===== src/ple_pkg.sv =====
// Shared types and constants of the positional list engine.
// Command codes, status codes and the default list depth.
// No dependencies.
`default_nettype none

package ple_pkg;

  // Default list capacity
  localparam int unsigned DEF_DEPTH = 16;

  // Field widths fixed by the interface
  localparam int unsigned CMD_W    = 3;
  localparam int unsigned VAL_W    = 32;
  localparam int unsigned POS_W    = 8;
  localparam int unsigned STATUS_W = 3;
  localparam int unsigned IDX_W    = 8;
  localparam int unsigned CNT_W    = 8;

  typedef logic [CMD_W-1:0]    cmd_t;
  typedef logic [STATUS_W-1:0] status_t;

  // Command codes
  localparam cmd_t CMD_INS_FRONT = 3'd0;
  localparam cmd_t CMD_INS_BACK  = 3'd1;
  localparam cmd_t CMD_INS_AT    = 3'd2;
  localparam cmd_t CMD_DEL_FRONT = 3'd3;
  localparam cmd_t CMD_DEL_BACK  = 3'd4;
  localparam cmd_t CMD_DEL_AT    = 3'd5;
  localparam cmd_t CMD_SEARCH    = 3'd6;
  localparam cmd_t CMD_DUMP      = 3'd7;

  // Status codes
  localparam status_t ST_OK       = 3'd0;
  localparam status_t ST_EMPTY    = 3'd1;
  localparam status_t ST_FULL     = 3'd2;
  localparam status_t ST_BADPOS   = 3'd3;
  localparam status_t ST_NOTFOUND = 3'd4;

endpackage : ple_pkg

`default_nettype wire


===== src/positional_list_engine_unit.sv =====
// Positional list engine: ordered list of signed 32-bit values with
// insert, delete, search and dump commands. Depends on ple_pkg.
// The list is kept in a one-read one-write memory walked by a sequencer.
//
//  Channel | Dir | Handshake             | Contents
//  --------+-----+-----------------------+--------------------------------
//  in_     | in  | in_tvalid/in_tready   | command in tuser, value/position
//  out_    | out | out_tvalid/out_tready | status in tuser, last in tlast
//
// Insert and delete shift entries one slot each through the memory port (up
// to DEPTH - 1 moves); search reads entries until a match or the end of the
// list; dump streams every entry out. One entry crosses the memory port per
// cycle, except while a dump waits for a busy result register.
// Reset (rst_n low, synchronous) empties the list; memory contents are not
// cleared. in_tready is high only between requests; the result register
// lets a new request enter while the previous result still waits.

`default_nettype none

module positional_list_engine_unit
  import ple_pkg::*;
#(
  parameter int unsigned DEPTH = DEF_DEPTH
) (
  input  wire logic        clk,
  input  wire logic        rst_n,
  // Request channel
  input  wire logic        in_tvalid,
  output logic             in_tready,
  input  wire logic [39:0] in_tdata,   // [31:0] value, [39:32] position
  input  wire logic [2:0]  in_tuser,   // [2:0] command
  // Result channel
  output logic             out_tvalid,
  input  wire logic        out_tready,
  output logic [47:0]      out_tdata,  // [7:0] found_index, [39:8] element,
                                       // [47:40] count
  output logic [2:0]       out_tuser,  // [2:0] status
  output logic             out_tlast   // last result of the request
);

  localparam int unsigned AW = $clog2(DEPTH);
  localparam int unsigned CW = $clog2(DEPTH + 1);

  // Sequencer states
  localparam logic [2:0] S_IDLE   = 3'd0;
  localparam logic [2:0] S_SHIFT  = 3'd1;
  localparam logic [2:0] S_FINISH = 3'd2;
  localparam logic [2:0] S_SCAN   = 3'd3;
  localparam logic [2:0] S_DUMP   = 3'd4;
  localparam logic [2:0] S_DONE   = 3'd5;

  // List storage
  logic [VAL_W-1:0] mem [DEPTH];
  logic [VAL_W-1:0] rd_data_r;

  // Control and working registers
  logic [2:0]       state_r, state_nxt;
  cmd_t             cmd_r, cmd_nxt;
  logic [VAL_W-1:0] value_r, value_nxt;
  logic [AW-1:0]    slot_r, slot_nxt;
  logic [AW-1:0]    ptr_r, ptr_nxt;
  logic [AW-1:0]    idx_r, idx_nxt;
  logic [CW-1:0]    cnt_r, cnt_nxt;
  logic             pend_r, pend_nxt;
  logic [CW-1:0]    count_r, count_nxt;
  status_t          res_status_r, res_status_nxt;
  logic [AW-1:0]    res_idx_r, res_idx_nxt;

  // Result register
  logic             out_valid_r, out_valid_nxt;
  status_t          out_status_r;
  logic [IDX_W-1:0] out_found_r;
  logic [VAL_W-1:0] out_elem_r;
  logic [CNT_W-1:0] out_count_r;
  logic             out_last_r;

  // Memory port controls
  logic             rd_en;
  logic [AW-1:0]    rd_addr;
  logic             wr_en;
  logic [AW-1:0]    wr_addr;
  logic [VAL_W-1:0] wr_data;

  // Result load controls
  logic             load_out;
  status_t          ld_status;
  logic [IDX_W-1:0] ld_found;
  logic [VAL_W-1:0] ld_elem;
  logic             ld_last;

  // Request decode
  cmd_t             in_cmd;
  logic [VAL_W-1:0] in_value;
  logic [POS_W-1:0] in_pos;
  logic [8:0]       pos9;
  logic [8:0]       cnt9;
  logic [AW-1:0]    pos_slot;
  logic             in_acc;
  logic             out_free;
  logic             is_ins;
  logic             is_del;
  logic [AW-1:0]    ins_slot;
  logic [AW-1:0]    del_slot;
  logic             ins_bad;
  logic             del_bad;

  assign in_cmd   = in_tuser;
  assign in_value = in_tdata[31:0];
  assign in_pos   = in_tdata[39:32];
  assign pos9     = {1'b0, in_pos};
  assign cnt9     = 9'(count_r);
  assign pos_slot = AW'(in_pos - 8'd1);

  assign in_tready = (state_r == S_IDLE);
  assign in_acc    = in_tvalid && in_tready;
  assign out_free  = !out_valid_r || out_tready;

  assign is_ins = (in_cmd == CMD_INS_FRONT) || (in_cmd == CMD_INS_BACK) ||
                  (in_cmd == CMD_INS_AT);
  assign is_del = (in_cmd == CMD_DEL_FRONT) || (in_cmd == CMD_DEL_BACK) ||
                  (in_cmd == CMD_DEL_AT);

  // Pick the target slot of an insert or delete
  always_comb begin
    unique case (in_cmd)
      CMD_INS_FRONT: ins_slot = '0;
      CMD_INS_BACK:  ins_slot = AW'(count_r);
      default:       ins_slot = pos_slot;
    endcase
    unique case (in_cmd)
      CMD_DEL_FRONT: del_slot = '0;
      CMD_DEL_BACK:  del_slot = AW'(count_r - CW'(1));
      default:       del_slot = pos_slot;
    endcase
  end

  assign ins_bad = (in_cmd == CMD_INS_AT) &&
                   ((in_pos == '0) || (pos9 > cnt9 + 9'd1));
  assign del_bad = (in_cmd == CMD_DEL_AT) &&
                   ((in_pos == '0) || (pos9 > cnt9));

  // Sequencer
  always_comb begin
    state_nxt      = state_r;
    cmd_nxt        = cmd_r;
    value_nxt      = value_r;
    slot_nxt       = slot_r;
    ptr_nxt        = ptr_r;
    idx_nxt        = idx_r;
    cnt_nxt        = cnt_r;
    pend_nxt       = pend_r;
    count_nxt      = count_r;
    res_status_nxt = res_status_r;
    res_idx_nxt    = res_idx_r;

    rd_en     = 1'b0;
    rd_addr   = ptr_r;
    wr_en     = 1'b0;
    wr_addr   = (cmd_r == CMD_DEL_FRONT || cmd_r == CMD_DEL_BACK ||
                 cmd_r == CMD_DEL_AT) ? idx_r - AW'(1) : idx_r + AW'(1);
    wr_data   = rd_data_r;

    load_out  = 1'b0;
    ld_status = res_status_r;
    ld_found  = IDX_W'(res_idx_r);
    ld_elem   = '0;
    ld_last   = 1'b1;

    unique case (state_r)
      S_IDLE: begin
        if (in_acc) begin
          cmd_nxt     = in_cmd;
          value_nxt   = in_value;
          pend_nxt    = 1'b0;
          res_idx_nxt = '0;
          if (is_ins) begin
            slot_nxt = ins_slot;
            ptr_nxt  = AW'(count_r - CW'(1));
            cnt_nxt  = count_r - CW'(ins_slot);
            if (count_r == CW'(DEPTH)) begin
              res_status_nxt = ST_FULL;
              state_nxt      = S_DONE;
            end else if (ins_bad) begin
              res_status_nxt = ST_BADPOS;
              state_nxt      = S_DONE;
            end else begin
              res_status_nxt = ST_OK;
              state_nxt      = S_SHIFT;
            end
          end else if (is_del) begin
            slot_nxt = del_slot;
            ptr_nxt  = del_slot + AW'(1);
            cnt_nxt  = count_r - CW'(1) - CW'(del_slot);
            if (count_r == '0) begin
              res_status_nxt = ST_EMPTY;
              state_nxt      = S_DONE;
            end else if (del_bad) begin
              res_status_nxt = ST_BADPOS;
              state_nxt      = S_DONE;
            end else begin
              res_status_nxt = ST_OK;
              state_nxt      = S_SHIFT;
            end
          end else if (in_cmd == CMD_SEARCH) begin
            ptr_nxt        = '0;
            cnt_nxt        = count_r;
            res_status_nxt = ST_NOTFOUND;
            state_nxt      = S_SCAN;
          end else begin
            ptr_nxt = '0;
            cnt_nxt = count_r;
            if (count_r == '0) begin
              res_status_nxt = ST_EMPTY;
              state_nxt      = S_DONE;
            end else begin
              state_nxt = S_DUMP;
            end
          end
        end
      end

      // Move one entry per cycle: read the source, write it one slot over
      S_SHIFT: begin
        wr_en = pend_r;
        if (cnt_r == '0) begin
          pend_nxt  = 1'b0;
          state_nxt = S_FINISH;
        end else begin
          rd_en    = 1'b1;
          idx_nxt  = ptr_r;
          ptr_nxt  = (cmd_r == CMD_DEL_FRONT || cmd_r == CMD_DEL_BACK ||
                      cmd_r == CMD_DEL_AT) ? ptr_r + AW'(1) : ptr_r - AW'(1);
          cnt_nxt  = cnt_r - CW'(1);
          pend_nxt = 1'b1;
        end
      end

      // For an insert, drop the new value into its slot; update the count either way
      S_FINISH: begin
        if (cmd_r == CMD_INS_FRONT || cmd_r == CMD_INS_BACK ||
            cmd_r == CMD_INS_AT) begin
          wr_en     = 1'b1;
          wr_addr   = slot_r;
          wr_data   = value_r;
          count_nxt = count_r + CW'(1);
        end else begin
          count_nxt = count_r - CW'(1);
        end
        state_nxt = S_DONE;
      end

      // Compare the entry read last cycle while reading the next one
      S_SCAN: begin
        if (pend_r && (rd_data_r == value_r)) begin
          res_status_nxt = ST_OK;
          res_idx_nxt    = idx_r;
          pend_nxt       = 1'b0;
          state_nxt      = S_DONE;
        end else if (cnt_r == '0) begin
          pend_nxt = 1'b0;
          if (!pend_r) begin
            state_nxt = S_DONE;
          end
        end else begin
          rd_en    = 1'b1;
          idx_nxt  = ptr_r;
          ptr_nxt  = ptr_r + AW'(1);
          cnt_nxt  = cnt_r - CW'(1);
          pend_nxt = 1'b1;
        end
      end

      // Stream entries out, holding the read when the result register is busy
      S_DUMP: begin
        if (pend_r && out_free) begin
          load_out  = 1'b1;
          ld_status = ST_OK;
          ld_found  = '0;
          ld_elem   = rd_data_r;
          ld_last   = (cnt_r == '0);
          if (cnt_r == '0) begin
            state_nxt = S_IDLE;
          end
        end
        if ((cnt_r != '0) && (!pend_r || out_free)) begin
          rd_en    = 1'b1;
          ptr_nxt  = ptr_r + AW'(1);
          cnt_nxt  = cnt_r - CW'(1);
          pend_nxt = 1'b1;
        end else if (pend_r && out_free) begin
          pend_nxt = 1'b0;
        end
      end

      // Hand the single result to the result register
      S_DONE: begin
        if (out_free) begin
          load_out  = 1'b1;
          state_nxt = S_IDLE;
        end
      end

      default: begin
        state_nxt = S_IDLE;
      end
    endcase
  end

  assign out_valid_nxt = load_out ? 1'b1 : (out_tready ? 1'b0 : out_valid_r);

  // Memory port: one write and one registered read per cycle
  always_ff @(posedge clk) begin
    if (wr_en) begin
      mem[wr_addr] <= wr_data;
    end
    if (rd_en) begin
      rd_data_r <= mem[rd_addr];
    end
  end

  // Control state
  always_ff @(posedge clk) begin
    if (!rst_n) begin
      state_r     <= S_IDLE;
      pend_r      <= 1'b0;
      count_r     <= '0;
      out_valid_r <= 1'b0;
    end else begin
      state_r     <= state_nxt;
      pend_r      <= pend_nxt;
      count_r     <= count_nxt;
      out_valid_r <= out_valid_nxt;
    end
  end

  // Working registers
  always_ff @(posedge clk) begin
    cmd_r        <= cmd_nxt;
    value_r      <= value_nxt;
    slot_r       <= slot_nxt;
    ptr_r        <= ptr_nxt;
    idx_r        <= idx_nxt;
    cnt_r        <= cnt_nxt;
    res_status_r <= res_status_nxt;
    res_idx_r    <= res_idx_nxt;
  end

  // Result payload
  always_ff @(posedge clk) begin
    if (load_out) begin
      out_status_r <= ld_status;
      out_found_r  <= ld_found;
      out_elem_r   <= ld_elem;
      out_count_r  <= CNT_W'(count_r);
      out_last_r   <= ld_last;
    end
  end

  assign out_tvalid = out_valid_r;
  assign out_tdata  = {out_count_r, out_elem_r, out_found_r};
  assign out_tuser  = out_status_r;
  assign out_tlast  = out_last_r;

  // Count never exceeds the capacity
  a_count_range: assert property (@(posedge clk) disable iff (!rst_n)
    count_r <= CW'(DEPTH))
    else $error("element count above capacity");

  // An accepted request keeps the input closed on the next cycle
  a_busy_after_accept: assert property (@(posedge clk) disable iff (!rst_n)
    in_acc |=> !in_tready)
    else $error("input ready right after a request");

  // A successful insert grows the list by one
  a_insert_grows: assert property (@(posedge clk) disable iff (!rst_n)
    (state_r == S_FINISH && wr_en) |=> (count_r == $past(count_r) + CW'(1)))
    else $error("insert did not grow the count");

  // A result that is not the last one is always a good dump entry
  a_mid_result_ok: assert property (@(posedge clk) disable iff (!rst_n)
    (load_out && !ld_last) |-> (state_r == S_DUMP && ld_status == ST_OK))
    else $error("non-final result outside a dump");

  // The result register is only reloaded when it is free
  a_no_overwrite: assert property (@(posedge clk) disable iff (!rst_n)
    load_out |-> out_free)
    else $error("result overwritten before it was taken");

endmodule : positional_list_engine_unit

`default_nettype wire


===== config.mk =====
export PLATFORM = sky130hd
export DESIGN_NAME = positional_list_engine_unit
export DESIGN_NICKNAME = d
export VERILOG_FILES = /design/src/ple_pkg.sv /design/src/positional_list_engine_unit.sv
export SDC_FILE = /design/constraint.sdc
export NUM_CORES = 1
export LEC_CHECK = 0
export ABC_AREA = 1
export ABC_CLOCK_PERIOD_IN_PS = 3600
export BUFFER_PORTS_ARGS = -buffer_cell sky130_fd_sc_hd__buf_2
export CORE_ASPECT_RATIO = 1.5
export CORE_MARGIN = 2
export CORE_UTILIZATION = 55
export CTS_BUF_LIST = sky130_fd_sc_hd__clkbuf_4
export CTS_CLUSTER_DIAMETER = 50
export CTS_CLUSTER_SIZE = 12
export DETAILED_ROUTE_END_ITERATION = 16
export PLACE_DENSITY = 0.72
export SLEW_MARGIN = 20
export SYNTH_ARGS = -nofsm -noshare
export SYNTH_HDL_FRONTEND = slang
export SYNTH_SLANG_ARGS = --single-unit

===== constraint.sdc =====
create_clock -name clk -period 3.6 [get_ports clk]
set_clock_uncertainty 0.05 [all_clocks]
set_input_delay 0.36 -clock clk [delete_from_list [all_inputs] [get_ports clk]]
set_output_delay 0.36 -clock clk [all_outputs]
set_load 0.01 [all_outputs]

==> results of run 1 <==
-- critical path: cells and delay by family, from the launching register on --
kind | cells | cell delay (ns)
buffers and inverters | 4 | 0.97
and+or+nand+nor | 4 | 0.69
AOI/OAI and AO/OA | 1 | 0.59
DFF | 1 | 0.43
-- final cells by class --
| cell class | count | area [µm²] | area share |
|---|---|---|---|
| multi-input cells | 1336 | 7000 | 0.231 |
| repair buffers | 188 | 1550 | 0.0511 |
| clock inverters | 12 | 185 | 0.00611 |
| diodes | 3 | 7.51 | 0.000248 |
| well taps | 663 | 830 | 0.0274 |
| inverters | 136 | 518 | 0.0171 |
| clock buffers | 76 | 571 | 0.0188 |
| flip-flops and latches | 658 | 19700 | 0.648 |
-- sequential cells by signal (all words and copies together), names as in the netlist, 4 cells and up --
signal       flops
slot_r           4
value_r         32
count_r          5
out_count_r      5
rd_data_r       32
res_idx_r        4
out_elem_r      32
out_found_r      4
idx_r            4
ptr_r            4
cnt_r            5
mem            512
-- through the flow --
stage           util  setup TNS, ns  setup WS, ns  total power, W
4_1_cts        0.611              0         0.424          0.0242
3_5_place_dp   0.588              0         0.438          0.0206
5_1_grt        0.612              0         0.176          0.0255
6_report       0.612              0         0.424          0.0242
3_3_place_gp   0.588              0         0.496          0.0203
2_1_floorplan      -         -11.98       -0.0311          0.0172
-- routing by layer --
| metal | track usage | vias to the layer above | routed length [µm] |
|---|---|---|---|
| met4 | 0.129 | 0 | 3070 |
| met1 | 0.315 | 9007 | 25100 |
| met2 | 0.474 | 890 | 35800 |
| met3 | 0.0354 | 174 | 4960 |
| li1 | - | 8359 | - |
| met5 | 0 | - | 0 |
-- final timing paths --
check	startpoint	to	slack (ns)	cells after the start
max	state_r[1]	mem[2][8]	0.42	9
min	in_tdata[32]	slot_r[0]	0.09	4
max reg2reg	state_r[1]	mem[2][8]	0.42	9
min reg2reg	count_r[1]	out_count_r[1]	0.49	0
-- power by group through the flow --
| stage | combinational (W) | sequential [W] | clock, W |
|---|---|---|---|
| 2_1_floorplan | 0.00609 | 0.0111 | 0 |
| 3_3_place_gp | 0.00918 | 0.0111 | 0 |
| 3_5_place_dp | 0.00945 | 0.0111 | 0 |
| 4_1_cts | 0.00951 | 0.0110 | 0.00373 |
| 5_1_grt | 0.0105 | 0.0110 | 0.00398 |
| 6_report | 0.00964 | 0.0110 | 0.00363 |
-- logic make-up (layout without fill, tap and decap cells) --
family | count (synthesis) | after routing
AO/OA/AOI/OAI | 597 | 597
XOR/XNOR | 41 | 41
adder cells (fa/ha/maj) | 34 | 34
buffers and inverters | 263 | 412
flip-flops | 658 | 658
other | 1 | 10
AND/OR/NAND/NOR | 657 | 657
-- what timing repair did --
action,in CTS,in global routing
hold buffers,38,0
setup buffers,0,0
endpoints found under the hold margin,39,0
-- cell usage in the layout, fill, tap and decap left out, types with 28 or more instances in the layout --
cell	Yosys	layout
buf_4	9	35
dlygate4sd3_1	0	38
o21ai_1	109	94
clkbuf_4	0	76
a21oi_1	31	31
ha_1	31	31
edfxtp_1	648	648
inv_2	25	28
buf_2	43	93
nor2_1	411	394
o21ai_0	262	262
inv_1	109	106
xnor2_1	29	29
o22ai_1	166	166
nand2_1	179	179
==> results.md, run 1 <==
* Status: complete, no violations
* Post-Synth Adder-Cell Area at 0.0163
* Cells after DPL at 2943
* Worst Path Arrival at between 3 and 4 ns
* Drc violations at 0
* Tcrit/Tclk final at 0.882
* I/O Buffers at between 90 and 100
* Core region area at 0.0495 mm²
* Leak pwr at a little over 10 nW
* Global route overflow at 0
* WS Path Type: reg2reg
* Worst path cell trace: inv_2 > nor2_2 > inv_2 > nor2_8 > inv_4 > nor2_8 > buf_4 > nand2_1 > o21ai_1
* Initial core utilization at 0.555
* Number of global-route vias before repair at around 19000
* Clock tree buffer depth at 3
* Initial antenna violation count at 2
* Io pins at roughly 100
* Vias per cell at 6.00
* Internal power at approximately 0.015 W
* Worst vdd ir at 536 µV
* Number of synthesized flops with an enable pin at 648
* Largest family of logic cells by synthesized area: compound AO/OA/AOI/OAI gates
* Root Buffer: clkbuf_4
* Worst hold margin at around 0.092 ns
* Top cells by area, synth: edfxtp_1 71%, nor2_1 5.6%, o21ai_0 4.8%, o22ai_1 3.8%, nand2_1 2.4%
* Worst setup SP type: register
* Syn avg cell area at around 12 µm²
* Simple-gate share of the synthesized area at 0.0970
* CTS-repair resized insts at 0
* Nets@finish at between 2000 and 2500
* Ys flop type: edfxtp_1
* Complex-gate fraction of the synthesized area at 0.120
* Largest net degree at the start of global routing at approximately 130
* Maximum operating frequency at 0.315 GHz
* Starting DRC count in detailed routing at ~2100
* Router iterations before antenna repair at 5
* Post-synthesis sequential element count at around 660
* First-pass GRT wire length at 104000 µm
* CTS tree: done
* Die Width at approximately 190 µm
* CP Capture Type: register
* Cells after Synth at about 2300
* Worst-Margin Slew at about 1.1 ns
* Layout cells sized above 1 at 0.140
* Sinks on Clock Net at ~660
* Clock slew at reported path FFs at between 0.1 and 0.15 ns
* Tmin final at between 3 and 4 ns
* Distinct cells, synth at between 40 and 50
* Maximum fanout along the worst path at 57
* Slew HR at 0.273
* Register area share after synthesis at 0.714
* Synth Area in XOR/XNOR at 0.0133
* Average wire per standard cell at ~22 µm
* Power density over the cells at around 800 mW/mm²
* Async SR Flop Fraction at 0
* Gr usage total at 0.265
* H-tree level count at 3
* Mux share of post-synthesis cell area at 0
* Max-cap viol count at 0
* Switch share at 0.399
* Final Hold Vio Count at 0
* Post-DP Area at roughly 0.03 mm²
* Synth top area share at 0.707
* Via count at around 18000
* Ys Warns at 0
* Fin area at about 0.030 mm²
* Clock latency on the worst-skew pair at approximately 0.82 ns
* Setup violators final at 0
* Synth top cells by count: 648 x edfxtp_1, 411 x nor2_1, 262 x o21ai_0, 179 x nand2_1, 166 x o22ai_1
* Antenna-violating nets left at 0
* Hold Path Class: in2reg
* HPWL Detailed at about 42000 µm
* Crit-path slowest cell: buf_4
* Power share of the combinational group at 0.398
* Post-Syn Area at 0.0275 mm²
* Final RePlAce weighted congestion at just over 0.9
* Top-count cell post-synth: edfxtp_1
* Filler cells at ~3800
* Row count at 100
* Area Overhead vs Synth at 10.2%
* Die Ht at ~280 µm
* Total CTS buffers at between 60 and 70
* Unrepaired setup endpoints after global routing: no
* Clock power frac at 0.150
* Full die area at a little over 0.05 mm²
* Post-Route WL at a little under 70000 µm
* Fin. max-slew vios at 0
* Synth area leader: edfxtp_1
* Cell Count, Final, Fillers Out at slightly above 3000
* Sw Pwr at just under 0.01 W
* Req. time, crit path at 3.98 ns
* Worst stage delay on the critical path at roughly 0.7 ns
* Sequential share of power at 0.452
Power figures use the tool's default switching activity.
==> run 2: changes to the inputs <==
Settings changed: ABC_CLOCK_PERIOD_IN_PS 3600 to 3000, PLACE_DENSITY 0.72 to 0.69.
Clock period 3.6 ns to 3 ns, I/O delays scaled along.
==> run 2 against run 1 <==
Non-clock buffer count up 50. Clock-buffer cell count up 1. Hold slack better by 0.059 ns. Cell count up 1.6%. Register-to-register slack worse by 0.24 ns. Routed wire length up 2.5%. Final area up 1.0%. Sequential share of layout area down 0.66 points. Power up 23%. Utilization up 0.64 points. Critical path depth up 5. Largest cell class unchanged. Largest power group unchanged. Highest routed layer unchanged.
==> results.md, run 2 (synthesis gave the netlist of run 1 again) <==
* Power density over the cells at 973 mW/mm² (+22%)
* Final Hold Vio Count at 0 (unchanged)
* Worst reg2reg path depth at 14 (+5)
* Maximum fanout along the worst path at 9 (-84%)
* R2r endpoint: mem[10][3]
* Tmin final at 2.81 ns (-0.362 ns)
* Hold Path Class: in2reg
* Gr usage total at 0.272 (+0.00727)
* Hold path endpoint: value_r[13]
* Average wire per standard cell at 22.7 µm (+0.94%)
* Fin. max-slew vios at 0 (unchanged)
* Final RePlAce weighted congestion at 0.931 (+2.8%)
* Max reg flops at 512 (unchanged)
* Area Overhead vs Synth at 11.3%
* GR met2 Demand/Resource at 0.492 (+0.0179)
* Vias per cell at 5.93 (-1.2%)
* Clock slew at reported path FFs at 0.12 ns (-0.02 ns)
* Full die area at 0.0519 mm² (unchanged)
* Die Width at 187 µm (unchanged)
* Worst min-delay path startpoint: in_tdata[13]
* Reg2Reg Launch Point: cmd_r[2]
* Worst path cell trace: inv_1 > nand2_2 > o21ai_2 > inv_1 > ha_1 > a21oi_1 > o21ai_0 > xor2_1 > nand2_1 > o21ai_2 > inv_2 > nand2_2 > nor2_4 > buf_4
* Setup TNS at 0 ns (unchanged)
* Via count at 18499 (+0.37%)
* Worst-Margin Slew at 0.992 ns (-0.0915 ns)
* H-tree level count at 3 (unchanged)
* Maximum operating frequency at 0.355 GHz (+13%)
* Drc violations at 0 (unchanged)
* Sinks on Clock Net at 658 (unchanged)
* HPWL Detailed at 44900 µm (+6.9%)
* First-pass GRT wire length at 106000 µm (+1.9%)
* Total CTS buffers at 67 (-1.5%)
* Row count at 100 (unchanged)
* Layout cells sized above 1 at 0.154 (+0.0143)
* Largest net degree at the start of global routing at 133 (unchanged)
* Req. time, crit path at 3.44 ns (-0.54 ns)
* Worst reg-to-reg setup slack at 0.19 ns (-0.24 ns)
* Grt met1 use at 0.329 (+0.0141)
* Worst setup SP type: register
* I/O Buffers at 93 (unchanged)
* Io pins at 101 (unchanged)
* Clock latency on the worst-skew pair at 0.81 ns (about the same)
* Met3 Use GR at 0.0354 (unchanged)
* Tcrit/Tclk final at 0.938 (+0.0559)
* Cell Count, Final, Fillers Out at 3120 (+1.6%)
* Core region area at 0.0495 mm² (unchanged)
* Nets@finish at 2518 (+2.0%)
* Status: complete, no violations
* Post-CTS setup buffers at 0 (unchanged)
* Antenna-violating nets left at 0 (unchanged)
* Setup violators final at 0 (unchanged)
* Crit-path slowest cell: edfxtp_1
* Worst stage delay on the critical path at 0.38 ns (-0.33 ns)
* Largest Register: mem
* GR peak layer: met2
* Worst Path Arrival at 3.25 ns (-0.30 ns)
* End-of-flow core utilization at 0.618 (+0.00636)
* Die Ht at 278 µm (unchanged)
* CP Capture Type: register
* Max-cap viol count at 0 (unchanged)
* Unrepaired setup endpoints after global routing: no
* CTS tree: done
* WS Path Type: reg2reg
* Global route overflow at 0 (unchanged)
* Clock tree buffer depth at 3 (unchanged)
* Leak pwr at 10.6 nW (+2.0%)
* Worst vdd ir at 601 µV (+12%)
* Starting DRC count in detailed routing at 1846 (-13%)
* Commonest non-fill, non-tap cell in the layout: edfxtp_1
* Post-Route WL at 70700 µm (+2.5%)
* Slew HR at 0.334 (+0.0614)
* Number of global-route vias before repair at 18287 (-1.9%)
* Router iterations before antenna repair at 5 (unchanged)
* Root Buffer: clkbuf_4
* Hold depth at 2 (-2)
* Most frequent cells in the layout: 648 x edfxtp_1, 393 x nor2_1, 262 x o21ai_0, 175 x nand2_1, 166 x o22ai_1
* Initial core utilization at 0.555 (unchanged)
* Cells after DPL at 2992 (+1.7%)
* Initial antenna violation count at 1 (-1)
run 2: cell types whose count changed in the layout (fill, tap and decap cells not counted), sizes merged, moves of 2 or more:
cell | previous run | this run
buf | 150 | 199
diode | 3 | 1
clkinvlp | 1 | 3
bufinv | 4 | 1
run 2: worst max-delay path, delay by kind of cell, from the launching register on:
kind	cells	cell delay [ns]
AOI/OAI and AO/OA	4	0.48
adders and majority gates	1	0.35
buffers and inverters	4	0.58
xor gates and xnor gates	1	0.18
DFF	1	0.38
and+or+nand+nor	4	0.49
run 2: per-layer routing:
metal,vias to the layer above,wire length (µm)
met1,9033,26100
met3,156,4910
met2,865,37200
li1,8445,-
met4,0,2490
met5,-,0
run 2: cell type report:
type / instances / area, µm²
antenna: 1 / 2.50
inverter: 136 / 518
multi-input combinational: 1336 / 6980
fill: 3872 / 18900
clock inverter: 11 / 96.3
timing repair buffer: 238 / 1970
sequential: 658 / 19700
clock buffer: 77 / 578
tap: 663 / 830
run 2: worst max path at each step:
stage,endpoint,depth (start not counted),start
final,mem[10][3],14,cmd_r[2]
after global routing,mem[1][8],13,cmd_r[2]
after CTS,mem[1][0],13,cmd_r[2]
after detailed placement,cnt_r[4],15,in_tuser[1]
after global placement,mem[1][3],13,cmd_r[2]
after floorplan,mem[10][0],13,cmd_r[2]
run 2: timing repair:
item / 4_1_cts / 5_1_grt
resized for setup: 0 / 9
setup endpoints to repair: 0 / 315
hold endpoints to repair: 48 / 0
hold buffers: 39 / 0
run 2: report_power, final:
part | switching, W | internal [W]
clock | 0.00278 | 0.00131
sequential | 0.000453 | 0.0127
combinational | 0.00899 | 0.00360
run 2: metrics by stage:
step / instance area, µm² / total power (W) / hold WS, ns / setup slack [ns]
final: 30600 / 0.0298 / 0.151 / 0.186
after floorplan: 27600 / 0.0206 / 0.348 / -0.149
after global placement: 29500 / 0.0254 / 0.426 / 0.0804
after detailed placement: 29500 / 0.0257 / 0.428 / 0.0687
after CTS: 30600 / 0.0297 / 0.0727 / 0.0600
after global routing: 30600 / 0.0313 / 0.107 / 0.0168
